File: config.mk
export PLATFORM = sky130hd
export DESIGN_NAME = lhdd_luma
export DESIGN_NICKNAME = d
export VERILOG_FILES = /design/src/hdl/lhdd_pkg.sv /design/src/hdl/lhdd_luma.sv
export SDC_FILE = /design/constraint.sdc
export NUM_CORES = 1
export LEC_CHECK = 0
export ABC_CLOCK_PERIOD_IN_PS = 7030
export BUFFER_PORTS_ARGS = -buffer_cell sky130_fd_sc_hd__buf_2
export CAP_MARGIN = 20
export CORE_MARGIN = 5
export CORE_UTILIZATION = 47
export CTS_CLUSTER_SIZE = 40
export DETAILED_ROUTE_END_ITERATION = 8
export GPL_TIMING_DRIVEN = 0
export PLACE_DENSITY = 0.65
export SLEW_MARGIN = 10
export SYNTH_ARGS = -nofsm -noshare
export SYNTH_HDL_FRONTEND = slang
export SYNTH_SLANG_ARGS = --single-unit
File: constraint.sdc
create_clock -name clk -period 7.03 [get_ports clk]
set_input_delay 0.703 -clock clk [delete_from_list [all_inputs] [get_ports clk]]
set_output_delay 0.703 -clock clk [all_outputs]
set_load 0.005 [all_outputs]
File: src/hdl/lhdd_pkg.sv
// Shared types and constants for the luma histogram and dark-frame detector.
`default_nettype none
package lhdd_pkg;

	// Item selector carried in s_tuser
	typedef enum logic [1:0] {
		FUNC_ADD   = 2'd0,
		FUNC_READ  = 2'd1,
		FUNC_EVAL  = 2'd2,
		FUNC_CLEAR = 2'd3
	} func_t;

	// One RGB pixel
	typedef struct packed {
		logic [7:0] blue;
		logic [7:0] green;
		logic [7:0] red;
	} pixel_t;

	// Histogram geometry
	localparam int unsigned BIN_AW = 8;
	localparam int unsigned BINS   = 1 << BIN_AW;

	// Result field width and its saturation value
	localparam int unsigned OUT_W   = 24;
	localparam logic [OUT_W-1:0] OUT_MAX = '1;

	// BT.601 weights in thousandths
	localparam int unsigned W_RED   = 299;
	localparam int unsigned W_GREEN = 587;
	localparam int unsigned W_BLUE  = 114;
	localparam int unsigned DIV     = 1000;

	// Weighted sum width (255 * 1000 < 2^18)
	localparam int unsigned ACC_W = 18;

	// Truncated reciprocal of 1000: 1048 / 2^20, estimate low by at most one
	localparam int unsigned RECIP       = 1048;
	localparam int unsigned RECIP_SHIFT = 20;
	localparam int unsigned RECIP_W     = 11;

endpackage
`default_nettype wire

File: src/hdl/lhdd_luma.sv
// Three-stage pipeline that turns an RGB pixel into floor((299r+587g+114b)/1000).
`default_nettype none
module lhdd_luma (
	input  wire logic             clk,
	input  wire logic             arst_n,
	input  wire logic             start,
	input  wire lhdd_pkg::pixel_t pixel,
	output logic                  done,
	output logic [7:0]            luma
);
	import lhdd_pkg::*;

	localparam int unsigned PROD_W = ACC_W + RECIP_W;

	logic              v_s1, v_s2, done_s3;
	logic [ACC_W-1:0]  acc_s1, acc_s2;
	logic [7:0]        q_s2, luma_s3;
	logic [PROD_W-1:0] prod;
	logic [ACC_W-1:0]  rem;

	// valid chain
	always_ff @(posedge clk or negedge arst_n) begin
		if (!arst_n) begin
			v_s1    <= 1'b0;
			v_s2    <= 1'b0;
			done_s3 <= 1'b0;
		end else begin
			v_s1    <= start;
			v_s2    <= v_s1;
			done_s3 <= v_s2;
		end
	end

	// reciprocal estimate and remainder check
	assign prod = PROD_W'(acc_s1) * PROD_W'(RECIP);
	assign rem  = acc_s2 - ACC_W'(q_s2) * ACC_W'(DIV);

	// stage 1: weighted sum, stage 2: quotient estimate, stage 3: fix-up
	always_ff @(posedge clk) begin
		if (start) begin
			acc_s1 <= ACC_W'(pixel.red) * ACC_W'(W_RED)
				+ ACC_W'(pixel.green) * ACC_W'(W_GREEN)
				+ ACC_W'(pixel.blue) * ACC_W'(W_BLUE);
		end
		acc_s2  <= acc_s1;
		q_s2    <= prod[RECIP_SHIFT +: 8];
		luma_s3 <= (rem >= ACC_W'(DIV)) ? q_s2 + 8'd1 : q_s2;
	end

	assign done = done_s3;
	assign luma = luma_s3;

endmodule
`default_nettype wire
==> impl_results.md, run 1 <==
- DRT Pass-1 Iters: 4
- Top layer reached by signal wires: met4
- Post-synthesis sequential area ratio: 14.1%
- Routability Congestion: around 0.83
- Clk Tree Root Cell: clkbuf_16
- Inst Count DP: between 1k and 1.5k
- Synth cell types: 64
- Worst-path fanout max: 6
- Clock Sink Count: 52
- First-pass GRT wire length: roughly 28000 um
- Residual DRC: 0
- Synth top area share: around 30%
- Chip height: about 150 um
- DR WL/cell: 13.4 um
- Io pins: 36
- Hold slack final: between 0.15 and 0.2 ns
- Classification of the worst setup path: in2reg
- Max Root-Sink Buffers: 2
- Syn avg cell area: between 9 and 10 um2
- Synth Cell Area: 8760 um2
- WL met1: slightly above 7000 um
- Gr usage total: ~16%
- Vias in the first global route: between 6k and 7k
- Initial core utilization: 47.3%
- Filler cells: approximately 1.7k
- Die Area: between 20000 and 25000 um2
- CTS buffer count: 5
- Biggest area consumer among synthesized cells: ha_1
- Synth top area cells: ha_1 (29%), fa_1 (24%), inv_1 (10%)
- Max Slew Vio Count: 0
- Post-synth top cells: inv_1 (236), ha_1 (206), fa_1 (105)
- Syn. warnings: 0
- Total vias in the final route: approximately 5.8k
- Top FF cell, synth: dfxtp_1
- Worst Path Arrival: 6.63 ns
- DIE WIDTH: 147 um
- Count leader, synth: inv_1
- Clock latency on the worst-skew pair: ~0.29 ns
- Unrepaired setup endpoints after global routing: false
- Synthesized flop and latch total: 52
- Setup TNS: 0 ns
- Maxcap violations: 0
- Crit path capture type: flip-flop
- Post-route ant nets: 0
- Tcrit/Tclk final: between 90% and 100%
- Async SR Flop Fraction: about 5.8%
- Final min period: about 6.6 ns
- CTS tree: yes
- Clock transition at path regs: 0.07 ns
- Antenna violations before repair: 0
- Post-synth EDFFs: 18
- Met2 Wirelength: approximately 7900 um
- Final hold vios: 0
- Post-DR vias/cell: approximately 5
- Clock Skew: approximately 0.013 ns
- Worst slew pin tran: around 0.46 ns
- F_max: roughly 0.15 GHz
- Core Rows: 50
- Final #Nets: approximately 1.3k
- CP Launch Type: input port
- Critical path data required time: 7.07 ns
- Largest net degree at the start of global routing: 20
- WL met3: around 300 um
- Worst slew margin: between 60% and 70%
- H-tree levels: 2
- # diodes: 0
- Layout Cells excl Fill: between 1k and 1.5k
- Hold buffer count at cts: 0
- Layout area overhead: 7.06%
- Gate Count Post-Synth: between 800 and 900
- Core area: between 15000 and 20000 um2
- GR Overflow Total: 0
- Detailed placer's ending HPWL: 14100 um
- Port Buf Inserts: 35
- Hold WC Path Type: in2async
- Final instance area: 9380 um2
- Iter 0 DRT Violations: about 200
- Status: finished, final reports clean
- DP Area: slightly above 9000 um2
- Setup violations, final: 0
- Layout cells sized above 1: 7.26%
- Syn nets: around 1.2k
- WL final: roughly 16000 um
==> cell families (layout without fill, tap and decap cells) <==
| kind of cell | Yosys count | after routing | synth area share, % |
|---|---|---|---|
| fa+ha+maj | 311 | 311 | 53.4 |
| xor+xnor | 48 | 48 | 5.10 |
| simple gates | 113 | 113 | 6.77 |
| compound gates | 126 | 126 | 9.63 |
| flops | 52 | 52 | 14.1 |
| mux | 5 | 5 | 0.600 |
| buf+inv | 239 | 282 | 10.3 |
==> path summary, 6_finish.rpt <==
path	start	end	slack (ns)	cells past startpoint
max	pixel[16]	acc_s1[17]	0.45	24
min	arst_n	done	0.19	1
max reg2reg	q_s2[2]	luma[4]	0.58	23
min reg2reg	v_s2	done	0.35	0
max in group asynchronous	arst_n	v_s1	6.74	1
min in group clk	v_s2	done	0.35	0
==> flip-flops by register name, indices dropped and copies added, names as in the netlist <==
name    cells
acc_s2     15
acc_s1     18
q_s2        8
luma        8
v_s1        1
v_s2        1
done        1
==> repair_timing <==
item / CTS / global route
resized for setup: 0 / 1
endpoints found under the setup margin: 0 / 1
setup buffers: 0 / 0
==> placed cells by master, fill, tap and decap left out, types with 4 or more instances in the layout <==
cell type | Yosys | layout
a211oi_1 | 7 | 6
a21o_1 | 8 | 8
a21oi_1 | 35 | 35
a311oi_1 | 4 | 4
a31oi_1 | 4 | 4
and3_1 | 5 | 5
buf_2 | 1 | 36
clkbuf_16 | 0 | 5
dfxtp_1 | 31 | 31
edfxtp_1 | 18 | 18
fa_1 | 105 | 105
ha_1 | 206 | 206
inv_1 | 236 | 236
nand2_1 | 29 | 29
nand2b_1 | 4 | 4
nand3_1 | 15 | 15
nor2_1 | 27 | 27
nor3_1 | 7 | 7
nor4_1 | 4 | 4
o211ai_1 | 4 | 4
o21a_1 | 8 | 8
o21ai_0 | 21 | 21
o22ai_1 | 5 | 5
o31ai_1 | 4 | 4
or3_1 | 4 | 4
xnor2_1 | 34 | 34
xor2_1 | 12 | 12
==> critical path: stages <==
cell,delay (ns)
buf_2,0.16
fa_1,0.54
inv_1,0.05
fa_1,0.47
inv_1,0.04
ha_1,0.27
ha_1,0.16
inv_1,0.05
fa_1,0.40
xnor2_1,0.26
ha_1,0.27
inv_1,0.07
fa_1,0.43
fa_1,0.49
inv_1,0.05
fa_1,0.47
ha_1,0.40
nand2_1,0.08
o31ai_1,0.40
nor4_1,0.09
nor3_1,0.33
a211oi_2,0.14
a21oi_1,0.19
xnor2_1,0.09
==> layout make-up <==
type / instances / area, um2 / area share [%]
Buffer: 3 / 20.0 / 0.214
Clock buffer: 6 / 129 / 1.37
Multi-Input combinational cell: 603 / 6620 / 70.6
Sequential cell: 52 / 1240 / 13.2
Inverter: 236 / 886 / 9.45
Timing Repair Buffer: 35 / 175 / 1.87
Clock inverter: 2 / 16.3 / 0.173
Tap cell: 234 / 293 / 3.12
==> layer usage <==
| layer | vias to the layer above | global-route usage [%] |
|---|---|---|
| met5 | - | 0 |
| met4 | 0 | 3.39 |
| met3 | 19 | 1.58 |
| met2 | 55 | 28.2 |
| met1 | 2752 | 20.2 |
| li1 | 3001 | - |
==> stage by stage <==
stage / worst slack (ns) / util (%)
6_report: 0.446 / 50.6
4_1_cts: 0.328 / 50.6
2_1_floorplan: 0.689 / -
5_1_grt: 0.0610 / 50.6
3_3_place_gp: 0.0618 / 49.8
3_5_place_dp: 0.0204 / 49.8
Power of run 1 is not shown: default switching activity piles up to over one toggle a cycle in this logic, so the estimate is an artifact.
==> run 2: changes to the inputs <==
ABC_CLOCK_PERIOD_IN_PS = not set   (was 7030)
CORE_ASPECT_RATIO = 0.6   (was not set)
==> run 2 against run 1 <==
  * Final cell count increased by 0.51%
  * Sequential share of layout area about the same
  * Register-to-register slack got worse by 0.12 ns
  * Critical path type is now reg2reg
==> impl_results.md, run 2 (synthesis results as in run 1) <==
- Register area: 1240 um2 (unchanged)
- Max FFs per register: 18 (unchanged)
- DR WL/cell: 14.6 um (+9.3%)
- Tcrit/Tclk final: 93.5% (-0.20 points)
- CTS tree: yes
- Commonest non-fill, non-tap cell in the layout: inv_1
- GR Overflow Total: 0 (unchanged)
- Post-CTS sizing: 0 (unchanged)
- CP max stage cell: dfxtp_1
- Antenna violations before repair: 0 (unchanged)
- Final min period: 6.57 ns (-0.0140 ns)
- R2r endpoint: luma[1]
- Post-route ant nets: 0 (unchanged)
- Final instance area: 9390 um2 (+0.20%)
- Worst Path Arrival: 6.77 ns (+0.14 ns)
- CTS buffer count: 5 (unchanged)
- Maxcap violations: 0 (unchanged)
- Worst Setup EP: luma[1]
- Worst slew pin tran: 0.516 ns (+0.0569 ns)
- WL final: 17200 um (+9.8%)
- CP startpoint: q_s2[0]
- Setup WS pre-CTS: 0.0395 ns (+0.0191 ns)
- Layout area overhead: 7.27%
- Crit path cell chain: fa_1 -> xor2_1 -> ha_1 -> fa_1 -> inv_1 -> fa_1 -> inv_1 -> ha_1 -> o21ai_0 -> a21boi_0 -> o21ai_0 -> a21oi_1 -> o21ai_0 -> nand2b_1 -> xnor2_1 -> ha_1 -> buf_2 -> o21ai_1 -> o21bai_1 -> nor3_1 -> a211oi_2 -> xnor2_2 -> nand3_2 -> mux2_1
- Classification of the worst setup path: reg2reg
- Setup repair bufs after CTS: 0 (unchanged)
- Clock Sink Count: 52 (unchanged)
- Clock transition at path regs: 0.08 ns (about the same)
- Iter 0 DRT Violations: 277 (+38%)
- Filler cells: 1706 (-1.8%)
- Initial core utilization: 48.2% (+0.93 points)
- Max Root-Sink Buffers: 2 (unchanged)
- Worst-path fanout max: 8 (+2)
- H-tree levels: 2 (unchanged)
- Top reg by flops: acc_s1
- Reg-to-reg startpoint: q_s2[0]
- Hold buffer count at cts: 0 (unchanged)
- Vias in the first global route: 6067 (-0.52%)
- Chip height: 116 um (-21%)
- Core area: 18200 um2 (-1.9%)
- Unrepaired setup endpoints after global routing: false
- Setup slack after layout: 0.460 ns (+0.0140 ns)
- Io pins: 36 (unchanged)
- Layout cells sized above 1: 7.47% (+0.21 points)
- Final hold vios: 0 (unchanged)
- Post-DR vias/cell: 5.02 (+0.86%)
- First-pass GRT wire length: 30400 um (+8.5%)
- Detailed placer's ending HPWL: 15200 um (+8.4%)
- Max Slew Vio Count: 0 (unchanged)
- Clock Skew: 0.0113 ns (-0.00204 ns)
- Status: finished, final reports clean
- # diodes: 0 (unchanged)
- Setup violations, final: 0 (unchanged)
- Gr usage total: 17.7% (+2.1 points)
- Worst slew margin: 65.5% (-3.6 points)
- Biggest regs: acc_s1 x18, acc_s2 x15
- Clock latency on the worst-skew pair: 0.30 ns (about the same)
- Largest incremental delay on the critical path: 0.64 ns (+0.10 ns)
- DIE WIDTH: 186 um (+27%)
- DRT Pass-1 Iters: 4 (unchanged)
- Clk Tree Root Cell: clkbuf_16
- Utilization after layout: 51.7% (+1.1 points)
- CP Launch Type: flip-flop
- Total vias in the final route: 5907 (+1.4%)
- Critical path data required time: 7.23 ns (+0.16 ns)
- Reg2reg setup slack: 0.46 ns (-0.12 ns)
- Commonest non-fill, non-tap cells in the layout: inv_1 (236), ha_1 (206), fa_1 (105), buf_2 (36), a21oi_1 (35)
- Routability Congestion: 0.847 (+1.7%)
- Port Buf Inserts: 35 (unchanged)
- Worst reg2reg path depth: 24 (+4.3%)
- Core Rows: 38 (-24%)
- Final #Nets: 1274 (unchanged)
- F_max: 0.152 GHz (+0.21%)
- Die Area: 21600 um2 (+0.41%)
- Largest net degree at the start of global routing: 20 (unchanged)
- Multi-input logic area: 6630 um2 (about the same)
- DP Area: 9230 um2 (about the same)
- Setup TNS: 0 ns (unchanged)
- Hold WC Path Type: in2async
- Crit path capture type: flip-flop
- Residual DRC: 0 (unchanged)
-- run 2: cell types whose count changed in the layout (fill, tap and decap cells not counted), sizes merged --
cell	delta
clkinv	+2
clkbuf	-1
clkinvlp	-1
-- run 2: worst max-delay path: cells and delay by family, from the launching register on --
family | cells | cell delay [ns]
buf+inv | 3 | 0.26
flops | 1 | 0.64
fa+ha+maj | 6 | 2.39
xor+xnor | 3 | 0.80
mux | 1 | 0.33
compound gates | 8 | 1.46
simple gates | 3 | 0.56
-- run 2: layout make-up --
type / count / share of cell area [%]
multi-input combinational: 603 / 70.5
clock buffer: 5 / 1.33
clock inverter: 3 / 0.280
buffer: 3 / 0.213
timing repair buffer: 35 / 1.86
tap: 240 / 3.20
sequential: 52 / 13.2
inverter: 236 / 9.43
-- run 2: worst min-delay path by stage --
stage,startpoint,to,depth (start not counted)
floorplan,v_s2,done,0
global route,arst_n,v_s2,1
global placement,v_s2,done,0
detailed placement,v_s1,v_s2,0
finish,arst_n,done,1
CTS,arst_n,v_s2,1
-- run 2: per-layer routing --
metal  track usage, %  vias up  wire (um)
met5                0        -          0
met4             1.55        0         78
met3             2.67        9        855
met2             23.9      108       6350
met1             30.1     2782       9910
li1                 -     3008          -
-- run 2: metrics by stage --
stage,cells,hold WS (ns)
after floorplan,894,0.331
after global placement,1169,0.333
after detailed placement,1169,0.336
after CTS,1177,0.168
after global routing,1177,0.166
final,1177,0.176
Power of run 2 is left out for the same reason.
